File: src/rtl/sgss_pkg.sv
`timescale 1ns / 1ps
package sgss_pkg;

  localparam int IN_TDATA_W  = 8;
  localparam int IN_TUSER_W  = 2;
  localparam int OUT_TDATA_W = 48;
  localparam int CFG_ADDR_W  = 2;
  localparam int CFG_DATA_W  = 16;

  // actions
  localparam logic [1:0] ACT_TICK  = 2'd0;
  localparam logic [1:0] ACT_OPEN  = 2'd1;
  localparam logic [1:0] ACT_CLOSE = 2'd2;

  // materials
  localparam logic [2:0] MAT_NONE  = 3'd0;
  localparam logic [2:0] MAT_PAPER = 3'd1;
  localparam logic [2:0] MAT_CAN   = 3'd2;
  localparam logic [2:0] MAT_PET   = 3'd3;
  localparam logic [2:0] MAT_VINYL = 3'd4;

  // close reasons
  localparam logic [1:0] CLOSE_NONE    = 2'd0;
  localparam logic [1:0] CLOSE_REQUEST = 2'd1;
  localparam logic [1:0] CLOSE_TIMEOUT = 2'd2;

  // register indexes
  localparam logic [CFG_ADDR_W-1:0] CFG_MIN_OPEN = 2'd0;
  localparam logic [CFG_ADDR_W-1:0] CFG_MAX_OPEN = 2'd1;
  localparam logic [CFG_ADDR_W-1:0] CFG_SPEED    = 2'd2;

  localparam logic [15:0] MIN_OPEN_RESET = 16'd2000;
  localparam logic [15:0] MAX_OPEN_RESET = 16'd10000;
  localparam logic [9:0]  SPEED_RESET    = 10'd120;

  // servo angles
  localparam logic [7:0] ANG_TOP_NEUTRAL = 8'd90;
  localparam logic [7:0] ANG_TOP_PC      = 8'd30;
  localparam logic [7:0] ANG_TOP_PV      = 8'd150;
  localparam logic [7:0] ANG_PV_PET      = 8'd130;
  localparam logic [7:0] ANG_PV_VINYL    = 8'd30;
  localparam logic [7:0] ANG_PC_PAPER    = 8'd150;
  localparam logic [7:0] ANG_PC_CAN      = 8'd50;

  typedef struct packed {
    logic [15:0] min_open_ms;
    logic [15:0] max_open_ms;
    logic [9:0]  move_speed;
  } cfg_t;

  typedef struct packed {
    logic       is_open;
    logic [2:0] open_material;
    logic       close_pending;
    logic       top_move_pending;
    logic [2:0] route_material;
  } gate_state_t;

  // packed from the top down so that top_cmd lands in bit 0
  typedef struct packed {
    logic [3:0] pad;
    logic [2:0] current_type;
    logic [1:0] close_code;
    logic       gate_changed;
    logic       gate_is_open;
    logic [9:0] servo_speed;
    logic [7:0] paper_can_angle;
    logic       paper_can_cmd;
    logic [7:0] pet_vinyl_angle;
    logic       pet_vinyl_cmd;
    logic [7:0] top_angle;
    logic       top_cmd;
  } result_t;

  function automatic logic [7:0] top_angle_of(input logic [2:0] mat);
    logic [7:0] ang;
    ang = ANG_TOP_NEUTRAL;
    if (mat inside {MAT_PAPER, MAT_CAN}) begin
      ang = ANG_TOP_PC;
    end else if (mat inside {MAT_PET, MAT_VINYL}) begin
      ang = ANG_TOP_PV;
    end
    return ang;
  endfunction

endpackage

File: src/rtl/sgss_step.sv
`timescale 1ns / 1ps
module sgss_step #(
  parameter int TIMER_BITS = 16
) (
  input  logic [1:0]            action,
  input  logic [2:0]            item_type,
  input  logic                  paper_can_moving,
  input  logic                  pet_vinyl_moving,
  input  sgss_pkg::cfg_t        cfg,
  input  sgss_pkg::gate_state_t cur,
  input  logic [TIMER_BITS-1:0] elapsed,
  output sgss_pkg::gate_state_t nxt,
  output logic [TIMER_BITS-1:0] elapsed_nxt,
  output sgss_pkg::result_t     res
);
  import sgss_pkg::*;

  localparam int CW = (TIMER_BITS > 16) ? TIMER_BITS : 16;

  logic [TIMER_BITS-1:0] inc;
  logic [CW-1:0]         inc_ext;
  logic [CW-1:0]         max_ext;
  logic [CW-1:0]         min_ext;
  logic [1:0]            code;

  // saturating open timer
  assign inc     = (elapsed != {TIMER_BITS{1'b1}}) ? elapsed + TIMER_BITS'(1) : elapsed;
  assign inc_ext = CW'(inc);
  assign max_ext = CW'(cfg.max_open_ms);
  assign min_ext = CW'(cfg.min_open_ms);

  always_comb begin
    nxt         = cur;
    elapsed_nxt = elapsed;
    res         = '0;
    code        = CLOSE_NONE;
    case (action)
      ACT_OPEN: begin
        if (item_type inside {[MAT_PAPER:MAT_VINYL]}) begin
          res.pet_vinyl_cmd   = 1'b1;
          res.paper_can_cmd   = 1'b1;
          res.pet_vinyl_angle = (item_type == MAT_VINYL) ? ANG_PV_VINYL : ANG_PV_PET;
          res.paper_can_angle = (item_type == MAT_CAN) ? ANG_PC_CAN : ANG_PC_PAPER;
          nxt.route_material   = item_type;
          nxt.top_move_pending = 1'b1;
          nxt.is_open          = 1'b1;
          nxt.open_material    = item_type;
          nxt.close_pending    = 1'b0;
          elapsed_nxt          = '0;
        end
      end
      ACT_CLOSE: begin
        nxt.close_pending = 1'b1;
      end
      ACT_TICK: begin
        if (cur.is_open) begin
          elapsed_nxt = inc;
          if (inc_ext >= max_ext) begin
            code = CLOSE_TIMEOUT;
          end else if (cur.close_pending && (inc_ext >= min_ext)) begin
            code = CLOSE_REQUEST;
          end
          if (code != CLOSE_NONE) begin
            nxt.top_move_pending = 1'b0;
            res.top_cmd          = 1'b1;
            res.top_angle        = ANG_TOP_NEUTRAL;
            res.pet_vinyl_cmd    = 1'b1;
            res.pet_vinyl_angle  = ANG_PV_PET;
            res.paper_can_cmd    = 1'b1;
            res.paper_can_angle  = ANG_PC_PAPER;
            nxt.is_open          = 1'b0;
            nxt.open_material    = MAT_NONE;
            nxt.close_pending    = 1'b0;
            elapsed_nxt          = '0;
          end
        end
        // deferred top move once both lower servos are idle
        if (nxt.top_move_pending && !paper_can_moving && !pet_vinyl_moving) begin
          res.top_cmd          = 1'b1;
          res.top_angle        = top_angle_of(cur.route_material);
          nxt.top_move_pending = 1'b0;
        end
      end
      default: begin
      end
    endcase
    res.servo_speed  = cfg.move_speed;
    res.gate_is_open = nxt.is_open;
    res.gate_changed = nxt.is_open ^ cur.is_open;
    res.close_code   = code;
    res.current_type = nxt.open_material;
  end

endmodule

File: src/rtl/sorting_gate_servo_sequencer.sv
`timescale 1ns / 1ps
// sorting gate servo sequencer
// in channel (in_tvalid/in_tready): in_tuser carries the action (tick, open,
// close request), in_tdata the material and the two lower servo busy flags.
// out channel (out_tvalid/out_tready): one result per input transaction with
// the three servo commands, the speed, the gate state and the close reason.
// cfg port: cfg_we writes cfg_data into register cfg_addr (0 min open time,
// 1 max open time, 2 servo speed) on the clock edge; other indexes are dropped.
// result: registered, it shows in the cycle after acceptance.
// throughput: one transaction per cycle while no result is stalled; the gate state update is a single
// pass of logic from the input port into the result and state registers.
// stall: while a result waits, in_tready follows out_tready, so a new
// transaction is taken in the same cycle the waiting result is taken.
// reset: gate closed, no pending moves, timer at zero, registers back to
// 2000 ms, 10000 ms and 120 deg/s, output empty.
module sorting_gate_servo_sequencer #(
  parameter int TIMER_BITS = 16
) (
  input  logic                             clk,
  input  logic                             rst_n,
  input  logic                             in_tvalid,
  output logic                             in_tready,
  // item_type[2:0], paper_can_moving[3], pet_vinyl_moving[4], zero[7:5]
  input  logic [sgss_pkg::IN_TDATA_W-1:0]  in_tdata,
  // action[1:0]
  input  logic [sgss_pkg::IN_TUSER_W-1:0]  in_tuser,
  output logic                             out_tvalid,
  input  logic                             out_tready,
  // top_cmd[0], top_angle[8:1], pet_vinyl_cmd[9], pet_vinyl_angle[17:10],
  // paper_can_cmd[18], paper_can_angle[26:19], servo_speed[36:27],
  // gate_is_open[37], gate_changed[38], close_code[40:39],
  // current_type[43:41], zero[47:44]
  output logic [sgss_pkg::OUT_TDATA_W-1:0] out_tdata,
  input  logic                             cfg_we,
  input  logic [sgss_pkg::CFG_ADDR_W-1:0]  cfg_addr,
  input  logic [sgss_pkg::CFG_DATA_W-1:0]  cfg_data
);
  import sgss_pkg::*;

  cfg_t                  cfg_r;
  gate_state_t           state_r;
  gate_state_t           state_nxt;
  logic [TIMER_BITS-1:0] elapsed_r;
  logic [TIMER_BITS-1:0] elapsed_nxt;
  result_t               res_nxt;
  result_t               res_r;
  logic                  out_valid_r;
  logic                  in_accept;

  assign in_tready  = !out_valid_r || out_tready;
  assign in_accept  = in_tvalid && in_tready;
  assign out_tvalid = out_valid_r;
  assign out_tdata  = res_r;

  always_ff @(posedge clk) begin
    if (!rst_n) begin
      cfg_r.min_open_ms <= MIN_OPEN_RESET;
      cfg_r.max_open_ms <= MAX_OPEN_RESET;
      cfg_r.move_speed  <= SPEED_RESET;
    end else if (cfg_we) begin
      case (cfg_addr)
        CFG_MIN_OPEN: cfg_r.min_open_ms <= cfg_data;
        CFG_MAX_OPEN: cfg_r.max_open_ms <= cfg_data;
        CFG_SPEED:    cfg_r.move_speed  <= cfg_data[9:0];
        default: begin
        end
      endcase
    end
  end

  sgss_step #(
    .TIMER_BITS(TIMER_BITS)
  ) u_step (
    .action           (in_tuser[1:0]),
    .item_type        (in_tdata[2:0]),
    .paper_can_moving (in_tdata[3]),
    .pet_vinyl_moving (in_tdata[4]),
    .cfg              (cfg_r),
    .cur              (state_r),
    .elapsed          (elapsed_r),
    .nxt              (state_nxt),
    .elapsed_nxt      (elapsed_nxt),
    .res              (res_nxt)
  );

  always_ff @(posedge clk) begin
    if (!rst_n) begin
      state_r     <= '0;
      elapsed_r   <= '0;
      out_valid_r <= 1'b0;
    end else begin
      if (in_accept) begin
        state_r   <= state_nxt;
        elapsed_r <= elapsed_nxt;
      end
      if (in_accept) begin
        out_valid_r <= 1'b1;
      end else if (out_tready) begin
        out_valid_r <= 1'b0;
      end
    end
  end

  always_ff @(posedge clk) begin
    if (in_accept) begin
      res_r <= res_nxt;
    end
  end

endmodule

File: config.mk
export PLATFORM = sky130hd
export DESIGN_NAME = sorting_gate_servo_sequencer
export DESIGN_NICKNAME = d
export VERILOG_FILES = /design/src/rtl/sgss_pkg.sv /design/src/rtl/sgss_step.sv /design/src/rtl/sorting_gate_servo_sequencer.sv
export SDC_FILE = /design/constraint.sdc
export NUM_CORES = 1
export LEC_CHECK = 0
export BUFFER_PORTS_ARGS = -buffer_cell sky130_fd_sc_hd__buf_2
export CAP_MARGIN = 0
export CORE_UTILIZATION = 60
export CTS_BUF_LIST = sky130_fd_sc_hd__clkbuf_8
export DETAILED_ROUTE_END_ITERATION = 6
export GPL_TIMING_DRIVEN = 1
export PLACE_DENSITY = 0.83
export SLEW_MARGIN = 30
export SYNTH_ARGS = -nofsm -noshare
export SYNTH_HDL_FRONTEND = slang
export SYNTH_HIERARCHICAL = 1
export SYNTH_SLANG_ARGS = --single-unit
export TNS_END_PERCENT = 100
File: constraint.sdc
create_clock -name clk -period 4.85 [get_ports clk]
set_clock_uncertainty 0.1 [all_clocks]
set_input_delay 0.485 -clock clk [delete_from_list [all_inputs] [get_ports clk]]
set_output_delay 0.485 -clock clk [all_outputs]
set_load 0.02 [all_outputs]
---- Yosys cells after proc, flatten, opt, wreduce, memory -nomap -nowiden ----
Cells that the tools add are included.
word-level totals
  register bits ........................... 112
  bits of input ports ..................... 33
  output and inout port bits .............. 50
  word-level logic and storage cells ...... 94
operators by class
  add/sub/neg operators ................... 1
  order comparisons ....................... 4
  eq/ne operators ......................... 14
  multiplexer cells ....................... 28
  bitwise operators ....................... 1
  reduce and logical (&&, ||, !) cells .... 25
operator list
  kind                                                                   number
  16-bit 2-to-1 mux                                                      4
  27-bit 2-to-1 mux                                                      2
  18-bit case mux with 2 select lines                                    1
  16-bit greater-or-equal comparator                                     2
  8-bit 2-to-1 mux                                                       4
  16-bit case mux with 2 select lines                                    1
  18-bit 2-to-1 mux                                                      1
  6-bit 2-to-1 mux                                                       3
  9-bit 2-to-1 mux                                                       2
  16-bit by 1-bit adder with 16-bit output, second input constant        1
  16-bit inequality test, second input constant                          1
  2-bit nonzero test                                                     5
  3-bit by 2-bit equality test with 1-bit output, second input constant  3
  4-bit case mux with 2 select lines                                     1
  2-bit AND reduction                                                    4
  3-bit equality test, second input constant                             2
  2-bit 2-to-1 mux                                                       3
  3-bit AND reduction                                                    2
  1-bit logical AND                                                      5
  5-bit AND reduction                                                    1
  2-bit by 1-bit equality test with 1-bit output, second input constant  2
  2-bit equality test, second input constant                             2
  2-bit zero test                                                        2
  1-bit 2-to-1 mux                                                       4
  12 further kinds                                                       15

---- Depth between registers and ports, before layout ----
  depth after elaboration ................. 16
  gate-level depth with buffers ........... 19
  depth with buffers taken out ............ 16

---- Modules after synthesis ----
Netlist, hierarchy kept.
by module, submodules not included
  module                        instances  cells each  area each (um^2)  sequential area each (um^2)
  sorting_gate_servo_sequencer  1          325         4007.6            2802.7
  sgss_step                     1          303         2006.9            0.0

---- Least setup slack after synthesis ----
No wires, ideal clock.
  kind .................................... register -> register
  from .................................... reg elapsed_r[0]
  to ...................................... reg elapsed_r[0]
  library setup time ...................... 0.072 ns
  arrival time ............................ 3.814 ns
  required time ........................... 4.678 ns
  slack ................................... 0.864 ns
  stages on the path, launching flop included .. 18
  buffers on the path ..................... 1
  clock period less this slack ............ 3.986 ns
  cells stage by stage .................... dfxtp_1 ha_1 nand3_1 or4_4 buf_6 nor2b_4 nand2_1 xnor2_1 ha_1 a211oi_1 o21a_1 o21ai_0 a211o_1 a21o_2 or4_1 o211ai_1 nand2_1 mux2i_1
between the ends
  longest elaborated chain between the ends .. 12
ends and longest elaborated chain
  what                                                                                RTL line                            text
  from (decl)                                                                         sorting_gate_servo_sequencer.sv:43  logic [TIMER_BITS-1:0] elapsed_r;
  from (signal assigned)                                                              sorting_gate_servo_sequencer.sv:94  elapsed_r <= elapsed_nxt;
  16-bit by 1-bit adder with 16-bit output or 16-bit inequality test (tied branches)  sgss_step.sv:27                     assign inc = (elapsed != {TIMER_BITS{1'b1}}) ? elapsed + TIMER_BITS'(1) : elapsed;
  16-bit 2-to-1 mux *                                                                 sgss_step.sv:27
  16-bit greater-or-equal comparator                                                  sgss_step.sv:60                     end else if (cur.close_pending && (inc_ext >= min_ext)) begin
  1-bit logical AND                                                                   sgss_step.sv:60
  1-bit 2-to-1 mux                                                                    sgss_step.sv:60
  2-bit 2-to-1 mux                                                                    sgss_step.sv:58                     if (inc_ext >= max_ext) begin
  2-bit 2-to-1 mux                                                                    sgss_step.sv:56                     if (cur.is_open) begin
  2-bit 2-to-1 mux                                                                    sgss_step.sv:37                     case (action)
  2-bit nonzero test                                                                  sgss_step.sv:63                     if (code != CLOSE_NONE) begin
  16-bit 2-to-1 mux *                                                                 sgss_step.sv:63
  16-bit 2-to-1 mux *                                                                 sgss_step.sv:56
  16-bit case mux with 2 select lines *                                               sgss_step.sv:37
  via elapsed_nxt[0]                                                                  sorting_gate_servo_sequencer.sv:44  logic [TIMER_BITS-1:0] elapsed_nxt;
The timed path passes the listed nets; every way through them passes the cells marked *. The select of a mux whose other input is x is not followed.
A chain may end at the register's enable or synchronous reset.

---- Worst setup path after layout ----
  from .................................... reg elapsed_r[4]
  to ...................................... reg elapsed_r[0]
The elaborated chain is that of the path after synthesis.

==> metrics.cfg <==
[status]
run_status = finished clean

[clocking]
tritoncts.num_buffers = 17
tritoncts_clock_tree = done
cts_buffer_depth = 2
post_cts.resized_instances = 0
clkSlewWorstSetupHoldPaths_ns = 0.07
cts_sinks = 116
cts_hold_buf = 0
clock_tree.root_cell = sky130_fd_sc_hd__clkbuf_8
post-cts-setup-buffer-count = 0
clk-insertion-delay-late_ns = 0.43
cts_htree_levels = 4

[route]
detailroute.wirelength.met2_mm = 5.66
drt_pass1_iterations = 6
wl_met1_mm = 5.18
via_per_inst = 5.54
route.detailed.wl_per_inst_microns = 14.3
postRouteAntennaNets = 0
drt_first_iter_violations = 226
post-route-drc-count = 0
vias = 4565
routed_wl_mm = 11.8
top_layer_used = met4
met3WireLength_microns = 610

[global_routing]
residual_overflow_from_global_routing = 0
first_global_vias = 4309
gr-usage-all-layers = 0.241
global_route_wire_length_before_repair_mm = 19.3
grt_start_max_net_pins = 74
antenna_found_initial = 0

[cells_and_area]
count_of_antenna_diodes_in_the_layout = 0
layout-area-overhead-vs-synth_pct = 11.2
n_fill_cell = 769
fraction_of_final_layout_cells_sized_beyond_drive_strength_1 = 0.201
final-instance-count-excl-fill = 824
layout_commonest_cell = sky130_fd_sc_hd__nand2_1
layout_common_cells = sky130_fd_sc_hd__nand2_1, sky130_fd_sc_hd__buf_2, sky130_fd_sc_hd__dfxtp_1, sky130_fd_sc_hd__nand3_1, sky130_fd_sc_hd__edfxtp_1
final_net_count = 744

[die]
die-width_microns = 102
initial_utilization = 0.618
top_level_ports = 83
core_area_sq_mm = 0.00973
height_of_the_die_microns = 102
die_area_sq_mm = 0.0104
num_rows = 36

[timing]
final_report_setup_violation_count = 0
drv_slew = 0
max_slew.worst_pin.slew_ns = 0.913
final-hold-violation-count = 0
finalCriticalPeriod_ns = 4.48
slew-limit-headroom = 0.392
final_critical_path_setup_slack_ns = 0.369
rsz0062_at_grt = no
hold-worst-slack_ns = 0.180
fmaxAchievable_mhz = 223
tns_ns = 0
min_period_over_period = 0.924

[power_and_ir_drop]
cellPowerDensity_mw_per_mm2 = 337
ir_drop_mv = 0.186
total_leakage_power_nw = 2.92

[placed_design]
worst_setup_slack_after_placement_ns = 0.462
placement.io_buffers = 79
detailed_place_hpwl_mm = 8.17
post-place-cells = 790
finalWeightedCongestion = 0.854

[run]
cap_violations = 0

[synthesis]
synth_area_per_cell_sq_um = 9.58
asyncSetResetFlopFracSynth = 0
post_synth_edffs = 48
ys.warnings.count = 6
ys_types = 57
register_area_share_after_synthesis = 0.466
ys.flop_type = sky130_fd_sc_hd__dfxtp_1
syn-cell-area_sq_mm = 0.00601
syn-instance-count = 628
synth.ff_latch_count = 116

[worst_setup_path]
critical_path_peak_fanout = 8
critical_path.max_stage_delay_ns = 0.50
critPathLaunchType = flop
critical_path_required_ns = 5.11
critical_path.most_common_cell = sky130_fd_sc_hd__o21ai_0
crit_slowest_cell = sky130_fd_sc_hd__o21bai_1
critical_path.cell_chain = and4_1 -> and3_2 -> nand4_1 -> o21bai_1 -> nor2_1 -> xor2_1 -> ha_1 -> o21ai_0 -> o21a_1 -> o21ai_0 -> a211o_1 -> a21o_2 -> or4_1 -> o211ai_1 -> nand2_1 -> mux2i_1
worstSetupEndpointType = flop
cp.arrival_ns = 4.74
path_class = flop to flop

[min_path]
timing.hold.worst.class = input port to flop

[logic make-up (layout without fill, tap and decap cells)]
group                      after synthesis  after routing  synth area share
AOI/OAI and AO/OA                      100            100             0.112
xor gates and xnor gates                13             13            0.0189
adders and majority gates               33             33            0.0687
buffers and inverters                   99            151            0.0944
DFF                                    116            116             0.466
muxes                                   35             35            0.0585
other                                    1             12          0.000623
and+or+nand+nor                        231            231             0.181
[layout make-up]
type | instances | area (sq um) | share of cell area
clock inverters | 15 | 215 | 0.0322
multi-input cells | 424 | 2690 | 0.402
flip-flops and latches | 116 | 2800 | 0.419
clock buffers | 17 | 234 | 0.0350
inverters | 37 | 139 | 0.0208
repair buffers | 82 | 442 | 0.0660
well taps | 133 | 166 | 0.0249
[metrics by stage]
| step | util | total power [mW] | area (sq um) |
|---|---|---|---|
| floorplan | - | 1.24 | 6060 |
| global placement | 0.637 | 1.27 | 6200 |
| detailed placement | 0.637 | 1.28 | 6200 |
| CTS | 0.684 | 2.27 | 6650 |
| global route | 0.688 | 2.34 | 6690 |
| finish | 0.688 | 2.25 | 6690 |
[per-layer routing]
metal,vias up,track usage
li1,2248,-
met1,2117,0.285
met2,166,0.408
met3,34,0.0561
met4,0,0.126
met5,-,0
[worst max-delay path: cells and delay by family (launching register included)]
family	cells	cell delay (ns)
AO/OA/AOI/OAI	7	1.65
AND/OR/NAND/NOR	6	1.36
flip-flops	1	0.49
XOR/XNOR	1	0.33
adder cells (fa/ha/maj)	1	0.33
multiplexers	1	0.14
[report_power, final]
| part | switching, mW | internal, mW | leakage, nW | total (mW) |
|---|---|---|---|---|
| combinational | 0.125 | 0.0629 | 1.67 | 0.188 |
| clock | 0.385 | 0.607 | 0.232 | 0.993 |
| sequential | 0.0161 | 1.06 | 1.02 | 1.07 |
[Yosys cell counts (all sizes together) (4+ instances only)]
cell type  instances  area, sq um
ha                33          413
nand4              7         43.8
a22o              15          131
nor2              22         90.1
nor3               4         20.0
nor2b              4         32.5
nor3b              4         35.0
a21oi             11         55.1
dfxtp             68         1360
inv               37          139
o21a               4         30.0
nand3             53          285
nand2            117          439
edfxtp            48         1440
o21ai             45          259
clkbuf            10         37.5
buf               52          392
nand2b             4         25.0
xnor2             10         87.6
mux2i             34          340
a31oi              4         25.0
[sequential cells by signal (all words and copies together), names as in the netlist]
register	cells
out_tdata	48
cfg_r	42
elapsed_r	16
state_r	9
out_tvalid	1
[worst paths after layout]
| kind | start | end | slack, ns | depth (start not counted) |
|---|---|---|---|---|
| setup / recovery | elapsed_r[4]$_SDFFE_PN0P_ | elapsed_r[0]$_SDFFE_PN0P_ | 0.37 | 16 |
| hold / removal | cfg_data[10] | cfg_r[36]$_SDFFE_PN1P_ | 0.18 | 3 |
| setup reg to reg | elapsed_r[4]$_SDFFE_PN0P_ | elapsed_r[0]$_SDFFE_PN0P_ | 0.37 | 16 |
| hold reg to reg | cfg_r[5]$_SDFFE_PN1P_ | out_tdata[32]$_DFFE_PP_ | 0.34 | 0 |
No activity file was read; power rests on OpenSTA's default activity.
